$ cat src/hw/rtl/rrq_pkg.sv
// Package for the round-robin request table: sizes, status codes and the
// command word passed from the classifier to the executing back end.
// No dependencies.
`default_nettype none
package rrq_pkg;

	// Number of peer servers; slots are numbered 1..SERVERS
	localparam int SERVERS = 16;
	localparam int IDX_W   = $clog2(SERVERS);
	localparam int SLOT_W  = $clog2(SERVERS + 1);

	// Fixed field widths
	localparam int SITE_W   = 8;
	localparam int SENDER_W = 8;
	localparam int SERVER_W = 5;
	localparam int WORD_W   = 32;
	localparam int STATUS_W = 3;
	localparam int OSLOT_W  = 5;
	localparam int CFG_IDX_W = 2;
	localparam int CFG_DAT_W = 8;

	// Queue between front and back
	localparam int QDEPTH  = 2;
	localparam int QPTR_W  = (QDEPTH > 1) ? $clog2(QDEPTH) : 1;
	localparam int QCNT_W  = $clog2(QDEPTH + 1);

	typedef enum logic [STATUS_W-1:0] {
		ST_ACCEPTED   = 3'd0,
		ST_WRONG_SITE = 3'd1,
		ST_FROM_SELF  = 3'd2,
		ST_STALE      = 3'd3,
		ST_BAD_SENDER = 3'd4,
		ST_SERVED     = 3'd5,
		ST_NONE       = 3'd6
	} status_t;

	typedef enum logic {
		OP_REQUEST = 1'b0,
		OP_TICK    = 1'b1
	} op_t;

	typedef enum logic [CFG_IDX_W-1:0] {
		CFG_OWN_SITE   = 2'd0,
		CFG_OWN_SERVER = 2'd1
	} cfg_idx_t;

	typedef enum logic [1:0] {
		CMD_REJECT = 2'd0,
		CMD_REQ    = 2'd1,
		CMD_TICK   = 2'd2
	} cmd_kind_t;

	typedef struct packed {
		cmd_kind_t         kind;
		status_t           rej_status;
		logic [IDX_W-1:0]  idx;
		logic [WORD_W-1:0] stamp;
		logic [WORD_W-1:0] gseq;
		logic [WORD_W-1:0] lseq;
	} cmd_t;

	// Round-robin step over 1..SERVERS; zero or out of range wraps to 1
	function automatic logic [SLOT_W-1:0] next_pos(input logic [SLOT_W-1:0] p);
		logic [SLOT_W-1:0] r;
		if (p >= SLOT_W'(SERVERS))
			r = SLOT_W'(1);
		else
			r = p + SLOT_W'(1);
		return r;
	endfunction

endpackage
`default_nettype wire

$ cat src/hw/rtl/rrq_if.sv
// Channel interfaces of the request table: item input, result output and
// configuration write. Depends on rrq_pkg.
`default_nettype none
interface rrq_in_if;
	import rrq_pkg::*;
	logic                valid;
	logic                ready;
	logic                operation;
	logic [SITE_W-1:0]   sender_site;
	logic [SENDER_W-1:0] sender_server;
	logic [WORD_W-1:0]   request_stamp;
	logic [WORD_W-1:0]   wanted_global_seq;
	logic [WORD_W-1:0]   wanted_local_seq;

	modport source (output valid, operation, sender_site, sender_server,
		request_stamp, wanted_global_seq, wanted_local_seq, input ready);
	modport sink (input valid, operation, sender_site, sender_server,
		request_stamp, wanted_global_seq, wanted_local_seq, output ready);
endinterface

interface rrq_out_if;
	import rrq_pkg::*;
	logic                valid;
	logic                ready;
	logic [STATUS_W-1:0] status;
	logic [OSLOT_W-1:0]  served_slot;
	logic [WORD_W-1:0]   served_global_seq;
	logic [WORD_W-1:0]   served_local_seq;

	modport source (output valid, status, served_slot, served_global_seq,
		served_local_seq, input ready);
	modport sink (input valid, status, served_slot, served_global_seq,
		served_local_seq, output ready);
endinterface

interface rrq_cfg_if;
	import rrq_pkg::*;
	logic                 valid;
	logic                 ready;
	logic [CFG_IDX_W-1:0] index;
	logic [CFG_DAT_W-1:0] data;

	modport source (output valid, index, data, input ready);
	modport sink (input valid, index, data, output ready);
endinterface
`default_nettype wire

$ cat src/hw/rtl/replay_checked_round_robin_requests_top.sv
// Top level of the replay-checked round-robin request table: front end,
// command queue and back end. Depends on rrq_pkg, rrq_if, rrq_front,
// rrq_fifo, rrq_back.
//
//   channel   dir   carries
//   -------   ---   -------------------------------------------------------
//   items     in    operation, sender site/server, stamp, wanted seq numbers
//   results   out   status, served slot, served global/local seq numbers
//   cfg       in    register index and write data (own_site, own_server)
//
// A rejected request goes from the taken beat straight to the result stage;
// a checked request first does a registered stamp read, then the compare and write.
// A tick takes the beat, tests the pending flags one by one from the slot after
// the pointer, reads the served numbers and stages the result when a slot is
// served, or stages a no-pending result once every slot has been tested.
// Reset clears the pointer and all slot flags at once, and sets own_site to 0 and own_server to 1.
// A two-entry queue lets items be taken while the back end is busy or the
// result register is held by a stalled sink.
`default_nettype none
module replay_checked_round_robin_requests_top (
	input  wire logic clk,
	input  wire logic arst_n,
	rrq_in_if.sink    items,
	rrq_cfg_if.sink   cfg,
	rrq_out_if.source results
);
	import rrq_pkg::*;

	logic push_valid;
	logic push_ready;
	cmd_t push_data;
	logic pop_valid;
	logic pop_ready;
	cmd_t pop_data;

	rrq_front u_front (
		.clk        (clk),
		.arst_n     (arst_n),
		.items      (items),
		.cfg        (cfg),
		.push_valid (push_valid),
		.push_ready (push_ready),
		.push_data  (push_data)
	);

	rrq_fifo u_fifo (
		.clk        (clk),
		.arst_n     (arst_n),
		.push_valid (push_valid),
		.push_ready (push_ready),
		.push_data  (push_data),
		.pop_valid  (pop_valid),
		.pop_ready  (pop_ready),
		.pop_data   (pop_data)
	);

	rrq_back u_back (
		.clk       (clk),
		.arst_n    (arst_n),
		.pop_valid (pop_valid),
		.pop_ready (pop_ready),
		.pop_data  (pop_data),
		.results   (results)
	);

endmodule
`default_nettype wire

$ cat src/hw/rtl/rrq_front.sv
// Front end: holds the configuration registers, takes item beats and
// classifies them into commands for the queue. Depends on rrq_pkg, rrq_if.
`default_nettype none
module rrq_front (
	input  wire logic     clk,
	input  wire logic     arst_n,
	rrq_in_if.sink        items,
	rrq_cfg_if.sink       cfg,
	output logic          push_valid,
	input  wire logic     push_ready,
	output rrq_pkg::cmd_t push_data
);
	import rrq_pkg::*;

	logic [SITE_W-1:0]   own_site_q;
	logic [SERVER_W-1:0] own_server_q;
	logic [SENDER_W-1:0] sender_m1;

	// Configuration registers, always ready
	assign cfg.ready = 1'b1;

	always_ff @(posedge clk or negedge arst_n) begin
		if (!arst_n) begin
			own_site_q   <= '0;
			own_server_q <= SERVER_W'(1);
		end else if (cfg.valid) begin
			case (cfg_idx_t'(cfg.index))
				CFG_OWN_SITE:   own_site_q   <= cfg.data;
				CFG_OWN_SERVER: own_server_q <= cfg.data[SERVER_W-1:0];
				default: ;
			endcase
		end
	end

	// Beat goes straight into the queue when there is room
	assign items.ready = push_ready;
	assign push_valid  = items.valid;
	assign sender_m1   = items.sender_server - SENDER_W'(1);

	// Classification, checks in priority order
	always_comb begin
		push_data.kind       = CMD_REQ;
		push_data.rej_status = ST_ACCEPTED;
		push_data.idx        = sender_m1[IDX_W-1:0];
		push_data.stamp      = items.request_stamp;
		push_data.gseq       = items.wanted_global_seq;
		push_data.lseq       = items.wanted_local_seq;
		if (op_t'(items.operation) == OP_TICK) begin
			push_data.kind = CMD_TICK;
		end else if (items.sender_site != own_site_q) begin
			push_data.kind       = CMD_REJECT;
			push_data.rej_status = ST_WRONG_SITE;
		end else if (items.sender_server == SENDER_W'(own_server_q)) begin
			push_data.kind       = CMD_REJECT;
			push_data.rej_status = ST_FROM_SELF;
		end else if (items.sender_server == '0 ||
				items.sender_server > SENDER_W'(SERVERS)) begin
			push_data.kind       = CMD_REJECT;
			push_data.rej_status = ST_BAD_SENDER;
		end
	end

endmodule
`default_nettype wire

$ cat src/hw/rtl/rrq_fifo.sv
// Short command queue between the front end and the back end.
// Depends on rrq_pkg.
`default_nettype none
module rrq_fifo (
	input  wire logic          clk,
	input  wire logic          arst_n,
	input  wire logic          push_valid,
	output logic               push_ready,
	input  wire rrq_pkg::cmd_t push_data,
	output logic               pop_valid,
	input  wire logic          pop_ready,
	output rrq_pkg::cmd_t      pop_data
);
	import rrq_pkg::*;

	cmd_t              buf_q [QDEPTH];
	logic [QPTR_W-1:0] wr_ptr_q;
	logic [QPTR_W-1:0] rd_ptr_q;
	logic [QCNT_W-1:0] cnt_q;
	logic              do_push;
	logic              do_pop;

	assign push_ready = (cnt_q != QCNT_W'(QDEPTH));
	assign pop_valid  = (cnt_q != '0);
	assign pop_data   = buf_q[rd_ptr_q];
	assign do_push    = push_valid && push_ready;
	assign do_pop     = pop_valid && pop_ready;

	// Pointers and fill count
	always_ff @(posedge clk or negedge arst_n) begin
		if (!arst_n) begin
			wr_ptr_q <= '0;
			rd_ptr_q <= '0;
			cnt_q    <= '0;
		end else begin
			if (do_push)
				wr_ptr_q <= (wr_ptr_q == QPTR_W'(QDEPTH - 1)) ? '0 : wr_ptr_q + QPTR_W'(1);
			if (do_pop)
				rd_ptr_q <= (rd_ptr_q == QPTR_W'(QDEPTH - 1)) ? '0 : rd_ptr_q + QPTR_W'(1);
			if (do_push && !do_pop)
				cnt_q <= cnt_q + QCNT_W'(1);
			else if (do_pop && !do_push)
				cnt_q <= cnt_q - QCNT_W'(1);
		end
	end

	// Storage
	always_ff @(posedge clk) begin
		if (do_push)
			buf_q[wr_ptr_q] <= push_data;
	end

endmodule
`default_nettype wire

$ cat src/hw/rtl/rrq_back.sv
// Back end: slot memories, replay check, round-robin service scan and the
// result register. Depends on rrq_pkg, rrq_if.
`default_nettype none
module rrq_back (
	input  wire logic          clk,
	input  wire logic          arst_n,
	input  wire logic          pop_valid,
	output logic               pop_ready,
	input  wire rrq_pkg::cmd_t pop_data,
	rrq_out_if.source          results
);
	import rrq_pkg::*;

	typedef enum logic [4:0] {
		S_IDLE  = 5'b00001,
		S_STAMP = 5'b00010,
		S_SCAN  = 5'b00100,
		S_FETCH = 5'b01000,
		S_EMIT  = 5'b10000
	} state_t;

	typedef struct packed {
		status_t            status;
		logic [OSLOT_W-1:0] slot;
		logic [WORD_W-1:0]  gseq;
		logic [WORD_W-1:0]  lseq;
	} res_t;

	state_t             state_q;
	cmd_t               cmd_q;
	logic [SLOT_W-1:0]  ptr_q;
	logic [SLOT_W-1:0]  scan_p_q;
	logic [SLOT_W-1:0]  first_q;
	logic [IDX_W-1:0]   cnt_q;
	logic [SERVERS-1:0] stamp_vld_q;
	logic [SERVERS-1:0] pend_q;
	res_t               stg_q;
	res_t               res_q;
	logic               res_valid_q;

	// Slot memories
	logic [WORD_W-1:0] stamp_mem [SERVERS];
	logic [WORD_W-1:0] gseq_mem  [SERVERS];
	logic [WORD_W-1:0] lseq_mem  [SERVERS];
	logic [WORD_W-1:0] stamp_rd_q;
	logic [WORD_W-1:0] gseq_rd_q;
	logic [WORD_W-1:0] lseq_rd_q;

	logic              take;
	logic              stamp_rd_en;
	logic [WORD_W-1:0] old_stamp;
	logic              fresh;
	logic              mem_we;
	logic [SLOT_W-1:0] scan_m1;
	logic [IDX_W-1:0]  scan_idx;
	logic              hit;
	logic              seq_rd_en;
	logic              scan_done;
	logic [SLOT_W-1:0] none_pos;
	logic              res_load;

	assign pop_ready   = (state_q == S_IDLE);
	assign take        = pop_valid && pop_ready;
	assign stamp_rd_en = take && (pop_data.kind == CMD_REQ);

	// Replay check against the stored stamp; unwritten slots read zero
	assign old_stamp = stamp_vld_q[cmd_q.idx] ? stamp_rd_q : '0;
	assign fresh     = cmd_q.stamp > old_stamp;
	assign mem_we    = (state_q == S_STAMP) && fresh;

	// Scan position and its pending flag
	assign scan_m1   = scan_p_q - SLOT_W'(1);
	assign scan_idx  = scan_m1[IDX_W-1:0];
	assign hit       = pend_q[scan_idx];
	assign seq_rd_en = (state_q == S_SCAN) && hit;
	assign scan_done = (cnt_q == IDX_W'(SERVERS - 1));
	assign none_pos  = next_pos(first_q);

	assign res_load  = (state_q == S_EMIT) && (!res_valid_q || results.ready);

	// Memory write and registered reads
	always_ff @(posedge clk) begin
		if (mem_we) begin
			stamp_mem[cmd_q.idx] <= cmd_q.stamp;
			gseq_mem[cmd_q.idx]  <= cmd_q.gseq;
			lseq_mem[cmd_q.idx]  <= cmd_q.lseq;
		end
		if (stamp_rd_en)
			stamp_rd_q <= stamp_mem[pop_data.idx];
		if (seq_rd_en) begin
			gseq_rd_q <= gseq_mem[scan_idx];
			lseq_rd_q <= lseq_mem[scan_idx];
		end
	end

	// Control state: sequencer, pointer, slot flags, result valid
	always_ff @(posedge clk or negedge arst_n) begin
		if (!arst_n) begin
			state_q     <= S_IDLE;
			ptr_q       <= '0;
			stamp_vld_q <= '0;
			pend_q      <= '0;
			res_valid_q <= 1'b0;
		end else begin
			if (res_load)
				res_valid_q <= 1'b1;
			else if (results.ready)
				res_valid_q <= 1'b0;

			case (state_q)
				S_IDLE: begin
					if (take) begin
						case (pop_data.kind)
							CMD_REQ:  state_q <= S_STAMP;
							CMD_TICK: state_q <= S_SCAN;
							default:  state_q <= S_EMIT;
						endcase
					end
				end
				S_STAMP: begin
					if (fresh) begin
						stamp_vld_q[cmd_q.idx] <= 1'b1;
						pend_q[cmd_q.idx]      <= (cmd_q.gseq != '0) || (cmd_q.lseq != '0);
					end
					state_q <= S_EMIT;
				end
				S_SCAN: begin
					if (hit) begin
						ptr_q            <= scan_p_q;
						pend_q[scan_idx] <= 1'b0;
						state_q          <= S_FETCH;
					end else if (scan_done) begin
						ptr_q   <= none_pos;
						state_q <= S_EMIT;
					end
				end
				S_FETCH: state_q <= S_EMIT;
				S_EMIT: begin
					if (res_load)
						state_q <= S_IDLE;
				end
				default: state_q <= S_IDLE;
			endcase
		end
	end

	// Command, scan registers and staged result
	always_ff @(posedge clk) begin
		case (state_q)
			S_IDLE: begin
				if (take) begin
					cmd_q        <= pop_data;
					scan_p_q     <= next_pos(ptr_q);
					first_q      <= next_pos(ptr_q);
					cnt_q        <= '0;
					stg_q.status <= pop_data.rej_status;
					stg_q.slot   <= OSLOT_W'(ptr_q);
					stg_q.gseq   <= '0;
					stg_q.lseq   <= '0;
				end
			end
			S_STAMP: begin
				stg_q.status <= fresh ? ST_ACCEPTED : ST_STALE;
			end
			S_SCAN: begin
				if (!hit && scan_done) begin
					stg_q.status <= ST_NONE;
					stg_q.slot   <= OSLOT_W'(none_pos);
				end else if (!hit) begin
					scan_p_q <= next_pos(scan_p_q);
					cnt_q    <= cnt_q + IDX_W'(1);
				end
			end
			S_FETCH: begin
				stg_q.status <= ST_SERVED;
				stg_q.slot   <= OSLOT_W'(ptr_q);
				stg_q.gseq   <= gseq_rd_q;
				stg_q.lseq   <= lseq_rd_q;
			end
			default: ;
		endcase
		if (res_load)
			res_q <= stg_q;
	end

	// Result channel
	assign results.valid             = res_valid_q;
	assign results.status            = res_q.status;
	assign results.served_slot       = res_q.slot;
	assign results.served_global_seq = res_q.gseq;
	assign results.served_local_seq  = res_q.lseq;

endmodule
`default_nettype wire

$ cat src/flat_wrapper.sv
// flat-port wrapper written by rule: the top's interface ports become plain ports
module replay_checked_round_robin_requests_top_flat import rrq_pkg::*;
  (clk, arst_n, items_valid, items_operation, items_sender_site, items_sender_server, items_request_stamp, items_wanted_global_seq, items_wanted_local_seq, items_ready, cfg_valid, cfg_index, cfg_data, cfg_ready, results_valid, results_status, results_served_slot, results_served_global_seq, results_served_local_seq, results_ready);
  rrq_in_if items_i ();
  rrq_cfg_if cfg_i ();
  rrq_out_if results_i ();
  input  wire logic clk;
  input  wire logic arst_n;
  input wire logic [$bits(items_i.valid)-1:0] items_valid;
  input wire logic [$bits(items_i.operation)-1:0] items_operation;
  input wire logic [$bits(items_i.sender_site)-1:0] items_sender_site;
  input wire logic [$bits(items_i.sender_server)-1:0] items_sender_server;
  input wire logic [$bits(items_i.request_stamp)-1:0] items_request_stamp;
  input wire logic [$bits(items_i.wanted_global_seq)-1:0] items_wanted_global_seq;
  input wire logic [$bits(items_i.wanted_local_seq)-1:0] items_wanted_local_seq;
  output wire logic [$bits(items_i.ready)-1:0] items_ready;
  input wire logic [$bits(cfg_i.valid)-1:0] cfg_valid;
  input wire logic [$bits(cfg_i.index)-1:0] cfg_index;
  input wire logic [$bits(cfg_i.data)-1:0] cfg_data;
  output wire logic [$bits(cfg_i.ready)-1:0] cfg_ready;
  output wire logic [$bits(results_i.valid)-1:0] results_valid;
  output wire logic [$bits(results_i.status)-1:0] results_status;
  output wire logic [$bits(results_i.served_slot)-1:0] results_served_slot;
  output wire logic [$bits(results_i.served_global_seq)-1:0] results_served_global_seq;
  output wire logic [$bits(results_i.served_local_seq)-1:0] results_served_local_seq;
  input wire logic [$bits(results_i.ready)-1:0] results_ready;
  assign items_i.valid = items_valid;
  assign items_i.operation = items_operation;
  assign items_i.sender_site = items_sender_site;
  assign items_i.sender_server = items_sender_server;
  assign items_i.request_stamp = items_request_stamp;
  assign items_i.wanted_global_seq = items_wanted_global_seq;
  assign items_i.wanted_local_seq = items_wanted_local_seq;
  assign items_ready = items_i.ready;
  assign cfg_i.valid = cfg_valid;
  assign cfg_i.index = cfg_index;
  assign cfg_i.data = cfg_data;
  assign cfg_ready = cfg_i.ready;
  assign results_valid = results_i.valid;
  assign results_status = results_i.status;
  assign results_served_slot = results_i.served_slot;
  assign results_served_global_seq = results_i.served_global_seq;
  assign results_served_local_seq = results_i.served_local_seq;
  assign results_i.ready = results_ready;
  replay_checked_round_robin_requests_top u_core (.clk(clk), .arst_n(arst_n), .items(items_i), .cfg(cfg_i), .results(results_i));
endmodule
$ cat config.mk
export PLATFORM = sky130hd
export DESIGN_NAME = replay_checked_round_robin_requests_top_flat
export DESIGN_NICKNAME = d
export VERILOG_FILES = /design/src/hw/rtl/rrq_pkg.sv /design/src/hw/rtl/rrq_if.sv /design/src/hw/rtl/replay_checked_round_robin_requests_top.sv /design/src/hw/rtl/rrq_front.sv /design/src/hw/rtl/rrq_fifo.sv /design/src/hw/rtl/rrq_back.sv /design/src/flat_wrapper.sv
export SDC_FILE = /design/constraint.sdc
export NUM_CORES = 2
export LEC_CHECK = 0
export ABC_AREA = 1
export BUFFER_PORTS_ARGS = -buffer_cell sky130_fd_sc_hd__buf_2
export CAP_MARGIN = 20
export CORE_ASPECT_RATIO = 0.6
export CORE_UTILIZATION = 50
export CTS_CLUSTER_SIZE = 25
export DETAILED_ROUTE_END_ITERATION = 10
export HOLD_SLACK_MARGIN = 0.03
export PLACE_DENSITY_LB_ADDON = 0.15
export SYNTH_ARGS = -nofsm -noshare
export SYNTH_HDL_FRONTEND = slang
export SYNTH_HIERARCHICAL = 1
export SYNTH_SLANG_ARGS = --single-unit
$ cat constraint.sdc
create_clock -name clk -period 7.4 [get_ports clk]
set_input_delay 1.48 -clock clk [delete_from_list [all_inputs] [get_ports clk]]
set_output_delay 1.48 -clock clk [all_outputs]
set_load 0.01 [all_outputs]
After elaboration in Yosys (flattened, before gate mapping)
Memories as Yosys holds them, arrays and structs flattened. A register that Yosys moved wholly into a read port is not among the register bits.
Cells that the tools add are included.
{"block": "totals", "reg_bits": 318, "mem_bits_rw": 1746, "input_bits": 128, "output_inout_bits": 75, "word_cells": 167, "memories": 4}
{"memory": "u_core.u_back.gseq_mem", "depth": 16, "word_bits": 32, "rd": 1, "rd_clocked_by_memory_dff": 1, "write_ports": 1, "line_no": "rrq_back.sv:43", "rtl": "logic [WORD_W-1:0] gseq_mem [SERVERS];"}
{"memory": "u_core.u_back.lseq_mem", "depth": 16, "word_bits": 32, "rd": 1, "rd_clocked_by_memory_dff": 1, "write_ports": 1, "line_no": "rrq_back.sv:44", "rtl": "logic [WORD_W-1:0] lseq_mem [SERVERS];"}
{"memory": "u_core.u_back.stamp_mem", "depth": 16, "word_bits": 32, "rd": 1, "rd_clocked_by_memory_dff": 1, "write_ports": 1, "line_no": "rrq_back.sv:42", "rtl": "logic [WORD_W-1:0] stamp_mem [SERVERS];"}
{"memory": "u_core.u_fifo.buf_q", "depth": 2, "word_bits": 105, "rd": 1, "rd_clocked_by_memory_dff": 0, "write_ports": 1, "line_no": "rrq_fifo.sv:16", "rtl": "cmd_t buf_q [QDEPTH];"}
{"block": "op_classes", "add_sub_neg": 10, "n_lt_le_gt_ge": 9, "n_eq_ne": 20, "mux": 53, "bitwise_logic": 3, "n_reduce_logical": 43}
{"op": "64-bit case mux with 2 select lines", "n": 1}
{"op": "72-bit 2-to-1 mux", "n": 1}
{"op": "5-bit 2-to-1 mux", "n": 14}
{"op": "32-bit nonzero test", "n": 2}
{"op": "32-bit > comparator", "n": 1}
{"op": "16-bit 2-to-1 mux", "n": 2}
{"op": "32-bit 2-to-1 mux", "n": 1}
{"op": "16-bit case mux with 2 select lines", "n": 1}
{"op": "5-bit case mux with 2 select lines", "n": 2}
{"op": "5-bit case mux with 4 select lines", "n": 1}
{"op": "16-bit bitwise AND", "n": 1}
{"op": "16-bit bitwise mux", "n": 1}
{"op": "4-bit 2-to-1 mux", "n": 4}
{"op": "16-bit inverter", "n": 1}
{"op": "16-bit bitwise OR", "n": 1}
{"op": "5-bit by 1-bit adder with 5-bit output, second input constant", "n": 3}
{"op": "5-bit >= comparator, second input constant", "n": 3}
{"op": "5-bit case mux with 3 select lines", "n": 1}
{"op": "2-bit != test, second input constant", "n": 7}
{"op": "2-bit nonzero test", "n": 7}
{"op": "1-bit 2-to-1 mux", "n": 12}
{"op": "3-bit case mux with 4 select lines", "n": 1}
{"op": "2-bit AND reduction", "n": 6}
{"op": "3-bit AND reduction", "n": 4}
{"op": "35 further kinds", "n": 60}

Logic depth before layout (Yosys ltp)
{"block": "depth", "depth_word": 9, "ltp_mapped": 25, "depth_no_buf": 24}

Modules after synthesis
The synthesis kept the hierarchy.
{"mod": "rrq_back", "n_inst": 1, "cells_per_inst": 5265, "area_per_inst_um2": 74609.1, "seq_area_each_um2": 57831.7}
{"mod": "rrq_fifo", "n_inst": 1, "cells_per_inst": 577, "area_per_inst_um2": 7866.3, "seq_area_each_um2": 6406.1}
{"mod": "rrq_front", "n_inst": 1, "cells_per_inst": 221, "area_per_inst_um2": 1604.0, "seq_area_each_um2": 326.6}

Worst setup path before layout
Ideal clock, no wire load.
{"block": "synth_timing", "kind": "reg2reg", "from": "register u_core.u_back.state_q[0]", "to": "register u_core/u_back/stg_q[0] (netlist name) (enable)", "setup_ns": 0.424, "arrival_time_ns": 7.638, "required_ns": 6.976, "setup_slack_ns": -0.661, "path_stages_with_launch": 7, "path_buffers": 0, "period_less_slack_ns": 8.061, "cell_sequence": "dfstp_2 -> inv_1 -> nor4_1 -> inv_1 -> nor2_1 -> inv_1 -> nand2_1"}
{"block": "synth_via", "elab_chain_cells": 4, "elab_cells_between_ends": 6, "cone_classes": "eq/ne: 3; reduce/logical: 3"}
{"item": "start, declared", "line_no": "rrq_back.sv:29", "rtl": "state_t state_q;"}
{"item": "start signal, assigned", "line_no": "rrq_back.sv:99", "rtl": "state_q <= S_IDLE;"}
{"item": "start signal, assigned", "line_no": "rrq_back.sv:114", "rtl": "CMD_REQ: state_q <= S_STAMP;"}
{"item": "start signal, assigned", "line_no": "rrq_back.sv:115", "rtl": "CMD_TICK: state_q <= S_SCAN;"}
{"item": "5-bit by 1-bit == test with 1-bit output (*)", "line_no": "rrq_back.sv:62", "rtl": "assign pop_ready = (state_q == S_IDLE);"}
{"item": "net u_core.pop_ready", "line_no": "replay_checked_round_robin_requests_top.sv:33", "rtl": "logic pop_ready;"}
{"item": "1-bit logical AND", "line_no": "rrq_back.sv:63", "rtl": "assign take = pop_valid && pop_ready;"}
{"item": "2-bit != test (no line)"}
{"item": "2-bit AND reduction (no line) (*)"}
{"item": "end, declared", "line_no": "rrq_back.sv:37", "rtl": "res_t stg_q;"}
Mark *: on every way through the listed nets, which the timed path passes. The rest lies on a longest branch.
A chain may end at the register's enable or synchronous reset.

Worst setup path in the final report
{"block": "layout_timing", "from": "register u_core/u_back/cmd_q[96] (netlist name)", "to": "memory u_core.u_back.lseq_mem[14][22] (enable)"}
{"block": "layout_via", "elab_chain_cells": 7}
{"item": "start, declared", "line_no": "rrq_back.sv:30", "rtl": "cmd_t cmd_q;"}
{"item": "start signal, assigned", "line_no": "rrq_back.sv:152", "rtl": "cmd_q <= pop_data;"}
{"item": "1-bit binary-select mux with 4-bit select", "line_no": "rrq_back.sv:67", "rtl": "assign old_stamp = stamp_vld_q[cmd_q.idx] ? stamp_rd_q : '0;"}
{"item": "1-bit 2-to-1 mux (not written as such)", "line_no": "rrq_back.sv:67"}
{"item": "32-bit 2-to-1 mux", "line_no": "rrq_back.sv:67"}
{"item": "32-bit > comparator", "line_no": "rrq_back.sv:68", "rtl": "assign fresh = cmd_q.stamp > old_stamp;"}
{"item": "1-bit logical AND", "line_no": "rrq_back.sv:69", "rtl": "assign mem_we = (state_q == S_STAMP) && fresh;"}
{"item": "1-bit 2-to-1 mux", "line_no": "rrq_back.sv:83", "rtl": "if (mem_we) begin"}
{"item": "1-bit 2-to-1 mux (not written as such)", "line_no": "rrq_back.sv:86", "rtl": "lseq_mem[cmd_q.idx] <= cmd_q.lseq;"}
{"item": "end, declared", "line_no": "rrq_back.sv:44"}
Several ways; a longest one is shown, not always the timed one. The select of a mux whose other input is x is not followed.

==> flow_metrics.tcl <==
set metrics [dict create \
    final-seq-area_mm2 0.06457 \
    initial_utilization 0.5037 \
    critPathArrivalTime_ns 6.10 \
    portBuffers 201 \
    critical-path-top-delay-family "buffers and inverters" \
    grt_use_total 0.2405 \
    htreeDepth 4 \
    syn-num-nets 6236 \
    post_synth_num_cell_types 43 \
    drt-total-wl_mm 206.2 \
    drt-met1-wl_mm 100.6 \
    core_area_mm2 0.1669 \
    largest_vdd_supply_drop_uv 474.5 \
    yosys_most_used_dff "sky130_fd_sc_hd__edfxtp_1" \
    clock-skew-final_ns 0.06523 \
    critical_path.cell_chain "inv_1, nor2_1, inv_1, o22ai_1, o21ai_0, o2111ai_4, buf_4, nand2_1, ha_1, nand2_1, nor2_1, nand4_1, nor2_1, nand2_1, nand2_1, nand3_2, buf_4, nor2_4, buf_4" \
    finish.net_count 6298 \
    fin_hold_ws_ns 0.4091 \
    drc 0 \
    cp_max_fo 52 \
    nFillCells 13460 \
    cts_setup_buffers 0 \
    clock_path_buffers 4 \
    grt_pass1_vias 46120 \
    cp_common_cell "sky130_fd_sc_hd__nand2_1" \
    cts_resized 0 \
    holdCritPathClass "register to register" \
    die_height_um 319.6 \
    clkSinkCount 2160 \
    max_slew_margin 0.2441 \
    drt_iter0_drc 5743 \
    drive_above_1_share 0.09928 \
    number_of_vias_in_the_routed_layout 48870 \
    final.period_utilization 0.7645 \
    slew_viol_final 0 \
    yosys_register_bits 2160 \
    timing.critical_path.required_ns 7.84 \
    leakage_power_nw 32.05 \
    most_frequent_cell_after_synthesis "sky130_fd_sc_hd__edfxtp_1" \
    max_slew.worst_pin.slew_ns 1.134 \
    cts_hold_buf 0 \
    syn_to_final_growth_pct 10.77 \
    worst_skew_pair.late_latency_ns 0.85 \
    cts_tree "yes" \
    setup_tns_after_final_layout_ns 0 \
    grt_pass1_wl_mm 305.7 \
    clk_pin_slew_worst_paths_ns 0.06 \
    synth_edf_count 2100 \
    ys_warn_count 6 \
    hold_viol_final 0 \
    achievable-frequency_mhz 176.8 \
    dp_hpwl_mm 110.5 \
    grt_max_degree 228 \
    netlist_area_mm2 0.08408 \
    cap_viol_max_count 0 \
    placement_rows 116 \
    synth_seq_area_share 0.7679 \
    critPathBufInv 5 \
    crit_path_max_incr_delay_ns 0.77 \
    gp_congestion 0.8289 \
    synth.top_cells.by_area "sky130_fd_sc_hd__edfxtp_1 (75%), sky130_fd_sc_hd__o21ai_0 (4.2%), sky130_fd_sc_hd__nor2_1 (3.2%)" \
    wl_met3_mm 15.90 \
    die_area_mm2 0.1699 \
    grt-ovfl-total 0 \
    clockRootBuffer "sky130_fd_sc_hd__clkbuf_16" \
    startpoint_type "register" \
    post_drt_wl_per_cell_um 24.20 \
    drt-pass1-iter-count 6 \
    design.portCount 203 \
    fraction_of_synthesis_flops_using_an_asynchronous_set_or_reset_pin 0.02778 \
    timing_worst_setup_path_type "register to register" \
    post_synth_most_frequent_cells "sky130_fd_sc_hd__edfxtp_1 (2,100), sky130_fd_sc_hd__nor2_1 (711), sky130_fd_sc_hd__o21ai_0 (706)" \
    outcome "finished, final reports clean" \
    numCtsBuffers 198 \
    cpMaxStageDelayCell "sky130_fd_sc_hd__buf_4" \
    post-route-min-period_ns 5.658 \
    multi_input_comb_area_mm2 0.01632 \
    synth_largest_type_area_fraction 0.7500 \
    cp-end-kind "register" \
    vias_per_cell 5.736 \
    dr_wl_met2_mm 86.11 \
    number_of_antenna_violations_at_the_first_check_in_global_routing 9 \
    final_antenna_net_count 0 \
    report.final.setup_viol 0 \
    post-place-ws_ns 1.833 \
    synth.largest_area_cell "sky130_fd_sc_hd__edfxtp_1" \
    topRoutingLayerUsed "met5" \
    power.total_mw 38.36 \
    avgSynthCellArea_um2 13.87 \
    finalWorstSetupSlack_ns 1.742 \
    pwr_density_cell_mw_per_mm2 411.9 \
    netlist_instances 6063 \
    setup_repair_after_global_routing_missed_its_margin "false" \
    die_w_um 531.4 \
]
## where the power goes
group          switching, mW  internal, mW  total (mW)  leakage, nW
Sequential              1.48          16.5        18.0         19.9
Clock                   4.34          5.48        9.82         2.95
Combinational           7.62          2.94        10.6         9.22
## metrics by stage
step,std cells,utilization,cell area (um^2)
floorplan,6063,-,84080
global placement,8165,0.5214,87030
detailed placement,8167,0.5216,87060
CTS,8517,0.5579,93130
global route,8519,0.5580,93130
finish,8520,0.5580,93130
## layer usage
layer / track usage / vias to the layer above
met5: 0 / -
li1: - / 22200
met3: 0.04032 / 253
met2: 0.3374 / 1894
met1: 0.3908 / 24530
met4: 0.05008 / 2
## path summary, 6_finish.rpt
check                                         from                                         end  slack (ns)  depth (start not counted)
hold reg to reg            u_core/u_back/stg_q[27]  u_core/u_back/results.served_local_seq[27]        0.41                          0
max in group asynchronous                   arst_n                      u_core/u_fifo/rd_ptr_q        5.93                          2
setup reg to reg           u_core/u_back/cmd_q[96]              u_core/u_back/lseq_mem[14][22]        1.74                         19
min in group asynchronous                   arst_n                 u_core/u_back/results.valid        0.84                          2
setup / recovery           u_core/u_back/cmd_q[96]              u_core/u_back/lseq_mem[14][22]        1.74                         19
hold / removal             u_core/u_back/stg_q[27]  u_core/u_back/results.served_local_seq[27]        0.41                          0
## cells in the final DEF, fill, tap and decap left out, types with 3 or more instances in the layout
cell type                    netlist  final
sky130_fd_sc_hd__o21ai_1          15     15
sky130_fd_sc_hd__ha_1             45     44
sky130_fd_sc_hd__nor2_2            7      7
sky130_fd_sc_hd__nor2_1          711    688
sky130_fd_sc_hd__dfrtp_1          58     57
sky130_fd_sc_hd__o22ai_1         264    264
sky130_fd_sc_hd__diode_2           0      3
sky130_fd_sc_hd__nand2_4           0      4
sky130_fd_sc_hd__a21oi_1         151    151
sky130_fd_sc_hd__edfxtp_1       2100   2100
sky130_fd_sc_hd__clkinv_2          0     27
sky130_fd_sc_hd__a22oi_1         128    128
sky130_fd_sc_hd__clkbuf_16         0    201
sky130_fd_sc_hd__xnor2_1           7      7
sky130_fd_sc_hd__buf_2            62    201
sky130_fd_sc_hd__clkinv_1          0     43
sky130_fd_sc_hd__nor2_4            0     23
sky130_fd_sc_hd__xor2_1            5      5
sky130_fd_sc_hd__nand4_1          29     29
sky130_fd_sc_hd__inv_2            13     11
sky130_fd_sc_hd__clkbuf_1        233     57
sky130_fd_sc_hd__buf_12            0     25
sky130_fd_sc_hd__mux2i_1         128    128
sky130_fd_sc_hd__nand2_1         675    670
sky130_fd_sc_hd__inv_1           312    308
sky130_fd_sc_hd__inv_6             0      5
sky130_fd_sc_hd__nand3_1         108    107
sky130_fd_sc_hd__o21ai_0         706    706
sky130_fd_sc_hd__bufinv_16         0     14
sky130_fd_sc_hd__buf_4           107     78
sky130_fd_sc_hd__nand3_2           2      3
sky130_fd_sc_hd__nor3_1            4      4
sky130_fd_sc_hd__clkinvlp_4        0      3
sky130_fd_sc_hd__o211ai_1        131    131
sky130_fd_sc_hd__nand2_2           2      3
## final cells by class
cell class	count	area share
antenna	3	0.00008061
clock buffer	259	0.05645
clock inverter	91	0.008679
inverter	326	0.01341
multi-input combinational	3134	0.1752
sequential	2160	0.6933
tap	2242	0.03012
timing repair buffer	305	0.02276
## worst register-to-register path, stage by stage, from the launching register on
cell	delay, ns
sky130_fd_sc_hd__edfxtp_1	0.40
sky130_fd_sc_hd__inv_1	0.09
sky130_fd_sc_hd__nor2_1	0.04
sky130_fd_sc_hd__inv_1	0.21
sky130_fd_sc_hd__o22ai_1	0.14
sky130_fd_sc_hd__o21ai_0	0.39
sky130_fd_sc_hd__o2111ai_4	0.56
sky130_fd_sc_hd__buf_4	0.39
sky130_fd_sc_hd__nand2_1	0.07
sky130_fd_sc_hd__ha_1	0.16
sky130_fd_sc_hd__nand2_1	0.06
sky130_fd_sc_hd__nor2_1	0.17
sky130_fd_sc_hd__nand4_1	0.13
sky130_fd_sc_hd__nor2_1	0.14
sky130_fd_sc_hd__nand2_1	0.09
sky130_fd_sc_hd__nand2_1	0.09
sky130_fd_sc_hd__nand3_2	0.67
sky130_fd_sc_hd__buf_4	0.54
sky130_fd_sc_hd__nor2_4	0.12
sky130_fd_sc_hd__buf_4	0.77
## registers in the layout, summed over array words and instances, names as in the netlist, 2 cells and up
register / flops
u_core/u_back/lseq_rd_q: 32
u_core/u_back/stamp_rd_q: 32
u_core/u_back/stamp_mem: 512
u_core/u_back/cnt_q: 4
u_core/u_back/results.served_slot: 5
u_core/u_back/ptr_q: 5
u_core/u_fifo/buf_q: 210
u_core/u_back/results.served_local_seq: 32
u_core/u_back/gseq_rd_q: 32
u_core/u_back/lseq_mem: 512
u_core/u_back/cmd_q: 100
u_core/u_back/state_q: 5
u_core/u_back/pend_q: 16
u_core/u_fifo/cnt_q: 2
u_core/u_back/first_q: 5
u_core/u_front/own_site_q: 8
u_core/u_back/stamp_vld_q: 16
u_core/u_back/results.served_global_seq: 32
u_core/u_back/stg_q: 72
u_core/u_back/results.status: 3
u_core/u_back/scan_p_q: 5
u_core/u_front/own_server_q: 5
u_core/u_back/gseq_mem: 512
## cell families after synthesis
| group | after synthesis | share of synthesized area |
|---|---|---|
| flops | 2160 | 0.7679 |
| buf+inv | 769 | 0.04086 |
| simple gates | 1545 | 0.07250 |
| fa+ha+maj | 45 | 0.006697 |
| compound gates | 1401 | 0.09524 |
| mux | 130 | 0.01551 |
| other cells | 1 | 0.00004460 |
| xor+xnor | 12 | 0.001250 |
Note: power is estimated with default switching activity, not from simulation.
